==> src/hw/rtl/hdp_pkg.sv <==
// Types and constants shared by the hit datagram parser modules.
package hdp_pkg;

  localparam int EVENT_COUNT_BITS = 32;

  localparam logic [7:0] MARK_BYTE = 8'hFA;
  localparam logic [10:0] LOW_CHARGE_CODE = 11'd1025;

  localparam logic KIND_HIT = 1'b0;
  localparam logic KIND_BOUNDARY = 1'b1;

  localparam logic CFG_USE_STRIP_MAP = 1'b0;
  localparam logic CFG_FLAG_LOW_CHARGE = 1'b1;

  typedef struct packed {
    logic use_strip_map;
    logic flag_low_charge;
  } cfg_t;

  typedef struct packed {
    logic kind;
    logic [7:0] chip_number;
    logic [15:0] trigger_count;
    logic [15:0] trigger_time;
    logic [63:0] hit_word;
    logic [31:0] event_number;
  } packet_t;

  typedef struct packed {
    logic kind;
    logic [7:0] chip_number;
    logic [15:0] trigger_count;
    logic [15:0] trigger_time;
    logic hit_flag;
    logic over_threshold;
    logic [7:0] channel;
    logic [10:0] charge;
    logic [7:0] time_value;
    logic [11:0] bunch_gray;
    logic [11:0] bunch_binary;
    logic [31:0] event_number;
  } result_t;

endpackage

==> src/hw/rtl/hdp_framer.sv <==
// Byte framer: tracks datagram position, captures the header, assembles hits and spots boundary datagrams.
module hdp_framer
  import hdp_pkg::*;
(
  input  logic clk,
  input  logic rst,
  input  logic [7:0] data_byte,
  input  logic last_byte,
  input  logic byte_valid,
  output logic byte_stall,
  input  logic packet_take,
  output logic packet_valid,
  output packet_t packet
);

  localparam logic [3:0] HEADER_LEN = 4'd12;
  localparam logic [3:0] MARKER_LEN = 4'd4;
  localparam logic [3:0] POS_CHIP = 4'd7;
  localparam logic [3:0] POS_COUNT_HI = 4'd8;
  localparam logic [3:0] POS_COUNT_LO = 4'd9;
  localparam logic [3:0] POS_TIME_HI = 4'd10;
  localparam logic [3:0] POS_TIME_LO = 4'd11;
  localparam logic [2:0] HIT_LAST = 3'd7;

  logic [3:0] header_position;
  logic [2:0] hit_byte_index;
  logic marker_so_far;
  logic [7:0] chip_reg;
  logic [15:0] trigger_count_reg;
  logic [15:0] trigger_time_reg;
  logic [55:0] hit_bytes;
  logic [EVENT_COUNT_BITS-1:0] boundary_count;

  logic accept;
  logic in_header;
  logic in_hits;
  logic marker_next;
  logic [3:0] position_next;
  logic hit_done;
  logic boundary;

  assign byte_stall = packet_valid && !packet_take;
  assign accept = byte_valid && !byte_stall;

  assign in_header = header_position < HEADER_LEN;
  assign in_hits = !in_header && !marker_so_far;
  assign marker_next = marker_so_far &&
                       !((header_position < MARKER_LEN) && (data_byte != MARK_BYTE));
  assign position_next = in_header ? header_position + 4'd1 : header_position;
  assign hit_done = in_hits && (hit_byte_index == HIT_LAST);
  assign boundary = last_byte && marker_next && (position_next >= MARKER_LEN);

  always_ff @(posedge clk) begin
    if (rst) begin
      header_position <= '0;
      hit_byte_index <= '0;
      marker_so_far <= 1'b1;
      chip_reg <= '0;
      trigger_count_reg <= '0;
      trigger_time_reg <= '0;
      hit_bytes <= '0;
      boundary_count <= '0;
    end else if (accept) begin
      if (in_header) begin
        unique case (header_position)
          POS_CHIP: chip_reg <= data_byte;
          POS_COUNT_HI: trigger_count_reg[15:8] <= data_byte;
          POS_COUNT_LO: trigger_count_reg[7:0] <= data_byte;
          POS_TIME_HI: trigger_time_reg[15:8] <= data_byte;
          POS_TIME_LO: trigger_time_reg[7:0] <= data_byte;
          default: ;
        endcase
      end
      if (hit_done) begin
        hit_byte_index <= '0;
        hit_bytes <= '0;
      end else if (in_hits) begin
        hit_byte_index <= hit_byte_index + 3'd1;
        hit_bytes <= {hit_bytes[47:0], data_byte};
      end
      if (boundary) begin
        boundary_count <= boundary_count + EVENT_COUNT_BITS'(1);
      end
      if (last_byte) begin
        header_position <= '0;
        hit_byte_index <= '0;
        hit_bytes <= '0;
        marker_so_far <= 1'b1;
      end else begin
        header_position <= position_next;
        marker_so_far <= marker_next;
      end
    end
  end

  always_ff @(posedge clk) begin
    if (rst) begin
      packet_valid <= 1'b0;
    end else if (accept) begin
      packet_valid <= hit_done || boundary;
    end else if (packet_take) begin
      packet_valid <= 1'b0;
    end
  end

  always_ff @(posedge clk) begin
    if (accept) begin
      packet.kind <= boundary ? KIND_BOUNDARY : KIND_HIT;
      packet.chip_number <= chip_reg;
      packet.trigger_count <= trigger_count_reg;
      packet.trigger_time <= trigger_time_reg;
      packet.hit_word <= {hit_bytes, data_byte};
      packet.event_number <= 32'(boundary_count);
    end
  end

endmodule

==> src/hw/rtl/hdp_decode.sv <==
// Hit decoder: unscrambles one 8-byte hit word into its result fields, or passes a boundary's event number.
module hdp_decode
  import hdp_pkg::*;
(
  input  packet_t packet,
  input  cfg_t cfg,
  output result_t result
);

  logic [31:0] w1;
  logic [31:0] w2;
  logic [5:0] chip_channel;
  logic [4:0] half;
  logic [7:0] strip;
  logic [9:0] raw_charge;
  logic [11:0] gray;
  logic [11:0] binary;

  assign w1 = packet.hit_word[63:32];
  assign w2 = packet.hit_word[31:0];

  assign chip_channel = {w2[24], w2[25], w2[26], w2[27], w2[28], w2[29]};
  assign half = chip_channel[5:1];

  always_comb begin
    strip = 8'd0;
    if (!packet.chip_number[0] && (packet.chip_number <= 8'd14)) begin
      strip = chip_channel[0] ? 8'd33 + {3'b000, half} : 8'd32 - {3'b000, half};
    end else if (packet.chip_number[0] && (packet.chip_number <= 8'd15)) begin
      strip = chip_channel[0] ? 8'd65 + {3'b000, half} : 8'd128 - {3'b000, half};
    end
  end

  assign raw_charge = {w1[14], w1[15], w1[0], w1[1], w1[2], w1[3],
                       w1[4], w1[5], w1[6], w1[7]};
  assign gray = {w1[26], w1[27], w1[28], w1[29], w1[30], w1[31],
                 w1[16], w1[17], w1[18], w1[19], w1[20], w1[21]};

  always_comb begin
    for (int i = 0; i < 12; i++) begin
      binary[i] = ^(gray >> i);
    end
  end

  always_comb begin
    result = '0;
    result.kind = packet.kind;
    if (packet.kind == KIND_BOUNDARY) begin
      result.event_number = packet.event_number;
    end else begin
      result.chip_number = packet.chip_number;
      result.trigger_count = packet.trigger_count;
      result.trigger_time = packet.trigger_time;
      result.hit_flag = w2[31];
      result.over_threshold = w2[30];
      result.channel = cfg.use_strip_map ? strip : {2'b00, chip_channel};
      result.charge = (cfg.flag_low_charge && (raw_charge[3:0] == 4'd0)) ?
                      LOW_CHARGE_CODE : {1'b0, raw_charge};
      result.time_value = {w1[22], w1[23], w1[8], w1[9], w1[10], w1[11], w1[12], w1[13]};
      result.bunch_gray = gray;
      result.bunch_binary = binary;
    end
  end

endmodule

==> src/hw/rtl/hit_datagram_parser.sv <==
// Top level of the hit datagram parser: configuration, framer, decoder, result register.
// The parser takes one datagram byte per cycle with no gaps of its own; it only stalls the
// byte side while a result waits on a stalled output. A result leaves through the framer's
// packet register and the result register. A datagram opening with four FA bytes gives no
// hit results but one boundary result on its last byte with the event number; any other
// datagram gives one hit result for each complete 8-byte hit after the 12-byte header.
module hit_datagram_parser
  import hdp_pkg::*;
(
  input  logic clk,
  input  logic rst,
  input  logic cfg_write,
  input  logic cfg_index,
  input  logic cfg_data,
  input  logic [7:0] data_byte,
  input  logic last_byte,
  input  logic byte_valid,
  output logic byte_stall,
  output logic result_valid,
  input  logic result_stall,
  output logic kind,
  output logic [7:0] chip_number,
  output logic [15:0] trigger_count,
  output logic [15:0] trigger_time,
  output logic hit_flag,
  output logic over_threshold,
  output logic [7:0] channel,
  output logic [10:0] charge,
  output logic [7:0] time_value,
  output logic [11:0] bunch_gray,
  output logic [11:0] bunch_binary,
  output logic [31:0] event_number
);

  cfg_t cfg;
  packet_t packet;
  logic packet_valid;
  logic packet_take;
  result_t decoded;
  result_t result;

  always_ff @(posedge clk) begin
    if (rst) begin
      cfg <= '0;
    end else if (cfg_write) begin
      unique case (cfg_index)
        CFG_USE_STRIP_MAP: cfg.use_strip_map <= cfg_data;
        CFG_FLAG_LOW_CHARGE: cfg.flag_low_charge <= cfg_data;
        default: ;
      endcase
    end
  end

  assign packet_take = !result_valid || !result_stall;

  hdp_framer u_framer (
    .clk(clk),
    .rst(rst),
    .data_byte(data_byte),
    .last_byte(last_byte),
    .byte_valid(byte_valid),
    .byte_stall(byte_stall),
    .packet_take(packet_take),
    .packet_valid(packet_valid),
    .packet(packet)
  );

  hdp_decode u_decode (
    .packet(packet),
    .cfg(cfg),
    .result(decoded)
  );

  always_ff @(posedge clk) begin
    if (rst) begin
      result_valid <= 1'b0;
    end else if (packet_take) begin
      result_valid <= packet_valid;
    end
  end

  always_ff @(posedge clk) begin
    if (packet_take && packet_valid) begin
      result <= decoded;
    end
  end

  assign kind = result.kind;
  assign chip_number = result.chip_number;
  assign trigger_count = result.trigger_count;
  assign trigger_time = result.trigger_time;
  assign hit_flag = result.hit_flag;
  assign over_threshold = result.over_threshold;
  assign channel = result.channel;
  assign charge = result.charge;
  assign time_value = result.time_value;
  assign bunch_gray = result.bunch_gray;
  assign bunch_binary = result.bunch_binary;
  assign event_number = result.event_number;

endmodule

==> config.mk <==
export PLATFORM = sky130hd
export DESIGN_NAME = hit_datagram_parser
export DESIGN_NICKNAME = d
export VERILOG_FILES = /design/src/hw/rtl/hdp_pkg.sv /design/src/hw/rtl/hdp_framer.sv /design/src/hw/rtl/hdp_decode.sv /design/src/hw/rtl/hit_datagram_parser.sv
export SDC_FILE = /design/constraint.sdc
export NUM_CORES = 1
export LEC_CHECK = 0
export BUFFER_PORTS_ARGS = -buffer_cell sky130_fd_sc_hd__buf_2
export CORE_MARGIN = 8
export CORE_UTILIZATION = 55
export DETAILED_ROUTE_END_ITERATION = 7
export PLACE_DENSITY = 0.75
export SLEW_MARGIN = 20
export SYNTH_ARGS = -nofsm -noshare
export SYNTH_HDL_FRONTEND = slang
export SYNTH_SLANG_ARGS = --single-unit
==> constraint.sdc <==
create_clock -name clk -period 11.54 [get_ports clk]
set_input_delay 0.577 -clock clk [delete_from_list [all_inputs] [get_ports clk]]
set_output_delay 0.577 -clock clk [all_outputs]
set_load 0.005 [all_outputs]
======== Yosys cells after proc, flatten, opt, wreduce, memory -nomap -nowiden ========
Index checks and enable logic that the tools add are counted.
Widths: inputs -> output; s select.
cells by class
  add/subtract/negate cells ............... 7
  multiply operators ...................... 0
  divide/modulo/power cells ............... 0
  $lt $le $gt $ge ......................... 5
  equal/unequal tests ..................... 7
  shift-type cells ........................ 0
  muxes and demuxes ....................... 18
  bitwise logic cells ..................... 2
  reduce and logical (&&, ||, !) cells .... 48
operator list
  kind                   number
  $mux 56                3
  $reduce_xor 12->1      12
  $add 32x1->32 const B  1
  $mux 8                 4
  $eq 4x4->1 const B     4
  $le 8x4->1 const B     2
  $reduce_and 3->1       5
  $logic_and 1x1->1      12
  $mux 11                1
  $mux 3                 3
  $add 7x5->8 const A    1
  $logic_not 1->1        8
  $mux 4                 2
  $ne 8x8->1 const B     1
  $reduce_and 2->1       4
  $sub 8x5->8 const A    1
  $add 6x5->7 const A    1
  $sub 6x5->7 const A    1
  $mux 6                 1
  $add 4x1->4 const B    1
  $eq 4x3->1 const B     1
  $ge 4x3->1 const B     1
  $logic_not 4->1        1
  $lt 4x3->1 const B     1
  9 further kinds        15
storage, ports and cells
  register bits ........................... 403
  bits in latches ......................... 0
  memory bits (writable) .................. 0
  ROM bits ................................ 0
  bits of input ports ..................... 16
  memories kept ........................... 0

======== Longest topological paths before layout ========
  depth in word-level cells ............... 8
  gate-level depth with buffers ........... 10
  gate-level depth less buffers ........... 7

======== By module ========
Synthesis repeated with hierarchy kept, for this count alone.
unflattened totals
  cell total of the unflattened synthesis .. 1081
  area, all modules ....................... 14732.9 µm²
modules (own cells, without submodules)
  module               times used  cells an instance  area each (µm²)  sequential area each (µm²)
  hdp_framer           1           739                9534.1           6856.6
  hit_datagram_parser  1           140                3915.0           3843.7
  hdp_decode           1           202                1283.7           0.0

======== Worst setup path before layout ========
OpenSTA, ideal clock, no wires.
  kind .................................... input to register
  from .................................... input port result_stall
  to ...................................... register result, in the netlist bunch_binary[0] (enable)
  arrival time ............................ 9.615 ns
  slack ................................... 1.127 ns
  stages .................................. 1
  path buffers ............................ 0
  cell sequence ........................... a21boi_0
between the ends
  cells in the longest elaborated chain, start to end .. 3
ends and longest elaborated chain
  what                  line                       source
  start, declared       hit_datagram_parser.sv:20  input logic result_stall,
  $logic_not 1->1       hit_datagram_parser.sv:54  assign packet_take = !result_valid || !result_stall;
  $logic_or 1x1->1      hit_datagram_parser.sv:54
  $logic_and 1x1->1     hit_datagram_parser.sv:83  if (packet_take && packet_valid) begin
  end signal, assigned  hit_datagram_parser.sv:84  result <= decoded;
  end, declared         hit_datagram_parser.sv:40  result_t result;
No other way between the ends.
A chain may end at the register's enable or synchronous reset.

======== Worst setup path in the final report ========
  from .................................... register result_valid
  to ...................................... register u_framer.header_position[1]
between the ends
  cells in the longest elaborated chain, start to end .. 6
ends and longest elaborated chain
  what                       line                       source
  start, declared            hit_datagram_parser.sv:19  output logic result_valid,
  start signal, assigned     hit_datagram_parser.sv:78  result_valid <= packet_valid;
  $logic_not 1->1            hit_datagram_parser.sv:54
  $logic_or 1x1->1           hit_datagram_parser.sv:54
  $logic_not 1->1            hdp_framer.sv:42           assign byte_stall = packet_valid && !packet_take;
  $logic_and 1x1->1          hdp_framer.sv:42
  $logic_not 1->1            hdp_framer.sv:43           assign accept = byte_valid && !byte_stall;
  $logic_and 1x1->1          hdp_framer.sv:43
  named net u_framer.accept  hdp_framer.sv:34           logic accept;
  end signal, assigned       hdp_framer.sv:90           header_position <= position_next;
  end, declared              hdp_framer.sv:25           logic [3:0] header_position;
The timed path passes the listed nets, and every way through them passes these cells.

==> impl_metrics.ini <==
[status]
status = complete, no violations

[worst_hold_path]
hold_class = in -> reg
hp-start = cfg_data
min_to = cfg[1]
hold_depth = 3

[global_route]
grt_max_degree = 97
grt-ovfl-total = 0
grt_pass1_wl_um = 41600
grt_pass1_vias = 8089
antenna_found_initial = 1
track_usage = 0.168

[timing]
setup_viol = 0
slew_headroom = 0.334
hold_viol = 0
fin_crit_sh = 0.271
final_max_slew_viol_count = 0
skew_ns = 0.0129
fmax_ghz = 0.319
grt_setup_unrepaired = no
worstMarginPinSlew_ns = 0.999
fin_crit_ns = 3.13
tns_ns = 0

[setup_path]
rr_startpoint = result_valid
crit_required_ns = 11.89
critPathLaunchType = flop
worst-r2r-cell-count = 7
crit_type = reg -> reg
critPathArrivalTime_ns = 3.48
r2r_end = u_framer.header_position[1]
cp_max_fo = 70
r2r_slack_ns = 8.41
worst_setup_path_end_kind = flop

[drt]
drt_iter0_drc = 561
num_vias = 8190
via_per_inst = 5.35
first_pass_iters = 5
totalWireLength_um = 25600
postRouteAntennaNets = 0
wire_per_inst_um = 16.7
drcViolationCount = 0

[place]
place_area_um2 = 14700
io_buffers = 143
hpwl_um = 15800
place.gp.congestion = 0.787

[final_layout]
drive_gt1_frac = 0.182
nets = 1205
regMostFlops = u_framer.packet
stdcell_area_um2 = 15900
area_growth_pct = 15.9
reg.largest.list = u_framer.packet x111, u_framer.hit_bytes x54
largest_register_ffs = 111

[yosys]
ys_top_cells_by_area = edfxtp_1 52%, dfxtp_1 20%, nor2_1 3.5%, nor2b_1 3.2%, a22oi_1 3.1%
synth-edff-count = 236
ys_types = 50
ys.warnings.count = 0
syn_nets = 1074
syn_avg_cell_area_um2 = 13.1
async_flop_share = 0
synth_top_cell_area_share = 0.517
seq_area_frac_synth = 0.719
syn_inst = 1049
synth_area_um2 = 13700
ys_ff_latch = 374
netlist.top_cell.by_area = edfxtp_1
ys.flop_type = edfxtp_1

[clock_tree]
cts.clk_slew.worst_paths_ns = 0.06
cts_tree = yes
holdBufCountCts = 0
cts.path.max_buffers = 3
cts_sinks = 374
cts_buffers = 36
cts-htree-levels = 2
clk_root_buffer_cell = clkbuf_16
cts-resized-gates = 0
worstSkewPairLatency_ns = 0.50
post_cts_buffers = 0

[floorplanning]
fp.dieH_um = 174
rows = 57
dieArea_um2 = 30200
pin_count = 144
start_util = 0.562
core_area_um2 = 24400
die_x_um = 174

[power]
vdd_ir_drop_max_mv = 0.0957
p_leak_nw = 5.71
power_per_cell_area_nw_per_um2 = 168

[job]
drv_cap = 0
[stage by stage]
| stage | hold slack [ns] | total power [mW] | utilization | instances | worst slack (ns) |
|---|---|---|---|---|---|
| 2_1_floorplan | 0.408 | 1.51 | - | 1049 | 1.13 |
| 3_3_place_gp | 0.411 | 1.52 | 0.602 | 1466 | 8.10 |
| 3_5_place_dp | 0.416 | 1.53 | 0.602 | 1466 | 8.03 |
| 4_1_cts | 0.317 | 2.70 | 0.651 | 1530 | 8.39 |
| 5_1_grt | 0.330 | 2.76 | 0.651 | 1530 | 8.15 |
| 6_report | 0.342 | 2.68 | 0.651 | 1531 | 8.41 |
[placed cells by master, fill, tap and decap left out, types with 39 or more instances in the layout]
master	Yosys	final
edfxtp_1	236	236
buf_2	11	142
dfxtp_1	138	138
nor2_1	127	127
nor2b_1	69	69
nand2_1	62	62
a22oi_1	56	56
a21oi_1	52	52
nand3_1	46	46
and2_1	39	39
[worst max path at each step]
stage                 startpoint  depth (start not counted)                          end  slack, ns
floorplan           result_stall                          1              bunch_binary[0]       1.13
global placement    result_stall                          8  u_framer.header_position[1]       8.10
detailed placement  result_stall                          8  u_framer.header_position[1]       8.03
CTS                 result_valid                          7  u_framer.header_position[1]       8.39
global route        result_valid                          7  u_framer.header_position[1]       8.15
finish              result_valid                          7  u_framer.header_position[1]       8.41
[cells in the mapped netlist (all sizes together) (5+ instances only)]
master,number
inv,17
xor2,7
nor2,127
xnor2,33
ha,9
dfxtp,138
nor4,13
and2,39
nor2b,69
nand3,46
o21ai,13
nand4,10
nor3,17
a22oi,56
edfxtp,236
mux2i,11
buf,18
nand2,62
or3,5
clkbuf,42
a21oi,52
[area by class of cell]
cell class | count | area [um^2]
multi-input cells | 597 | 3560
inverters | 18 | 70.1
clock inverters | 9 | 144
diodes | 1 | 2.50
flip-flops and latches | 374 | 9850
well taps | 324 | 405
fillers | 1833 | 8510
repair buffers | 153 | 793
clock buffers | 55 | 1050
[worst max-delay path, cell delays in order, from the launching register on]
cell and delay [ns]:
dfxtp_1 0.35, and3_1 0.23, nand2b_1 0.39, inv_4 0.56, buf_4 0.79, o21ai_0 0.27
a32oi_1 0.22, nor2_1 0.06
[cells by family (layout without fill, tap and decap cells)]
group / Yosys count / count (layout) / synth area share
XOR/XNOR: 43 / 43 / 0.0311
other: 0 / 1 / 0
flip-flops: 374 / 374 / 0.719
adder cells (fa/ha/maj): 9 / 9 / 0.00822
buffers and inverters: 78 / 235 / 0.0237
multiplexers: 11 / 11 / 0.00804
AO/OA/AOI/OAI: 132 / 132 / 0.0611
AND/OR/NAND/NOR: 402 / 402 / 0.149
[report_power, final]
part,switching (mW),internal [mW]
clock network,0.459,0.719
logic,0.0434,0.0194
registers,0.00605,1.43
total,0.509,2.17
[per-layer routing]
layer | share of wire | global-route usage | vias up
li1 | - | - | 3978
met1 | 0.41 | 0.200 | 3938
met2 | 0.50 | 0.292 | 229
met3 | 0.063 | 0.0438 | 43
met4 | 0.020 | 0.0517 | 2
met5 | 0.00047 | 0 | -
Power figures use the tool's default switching activity.
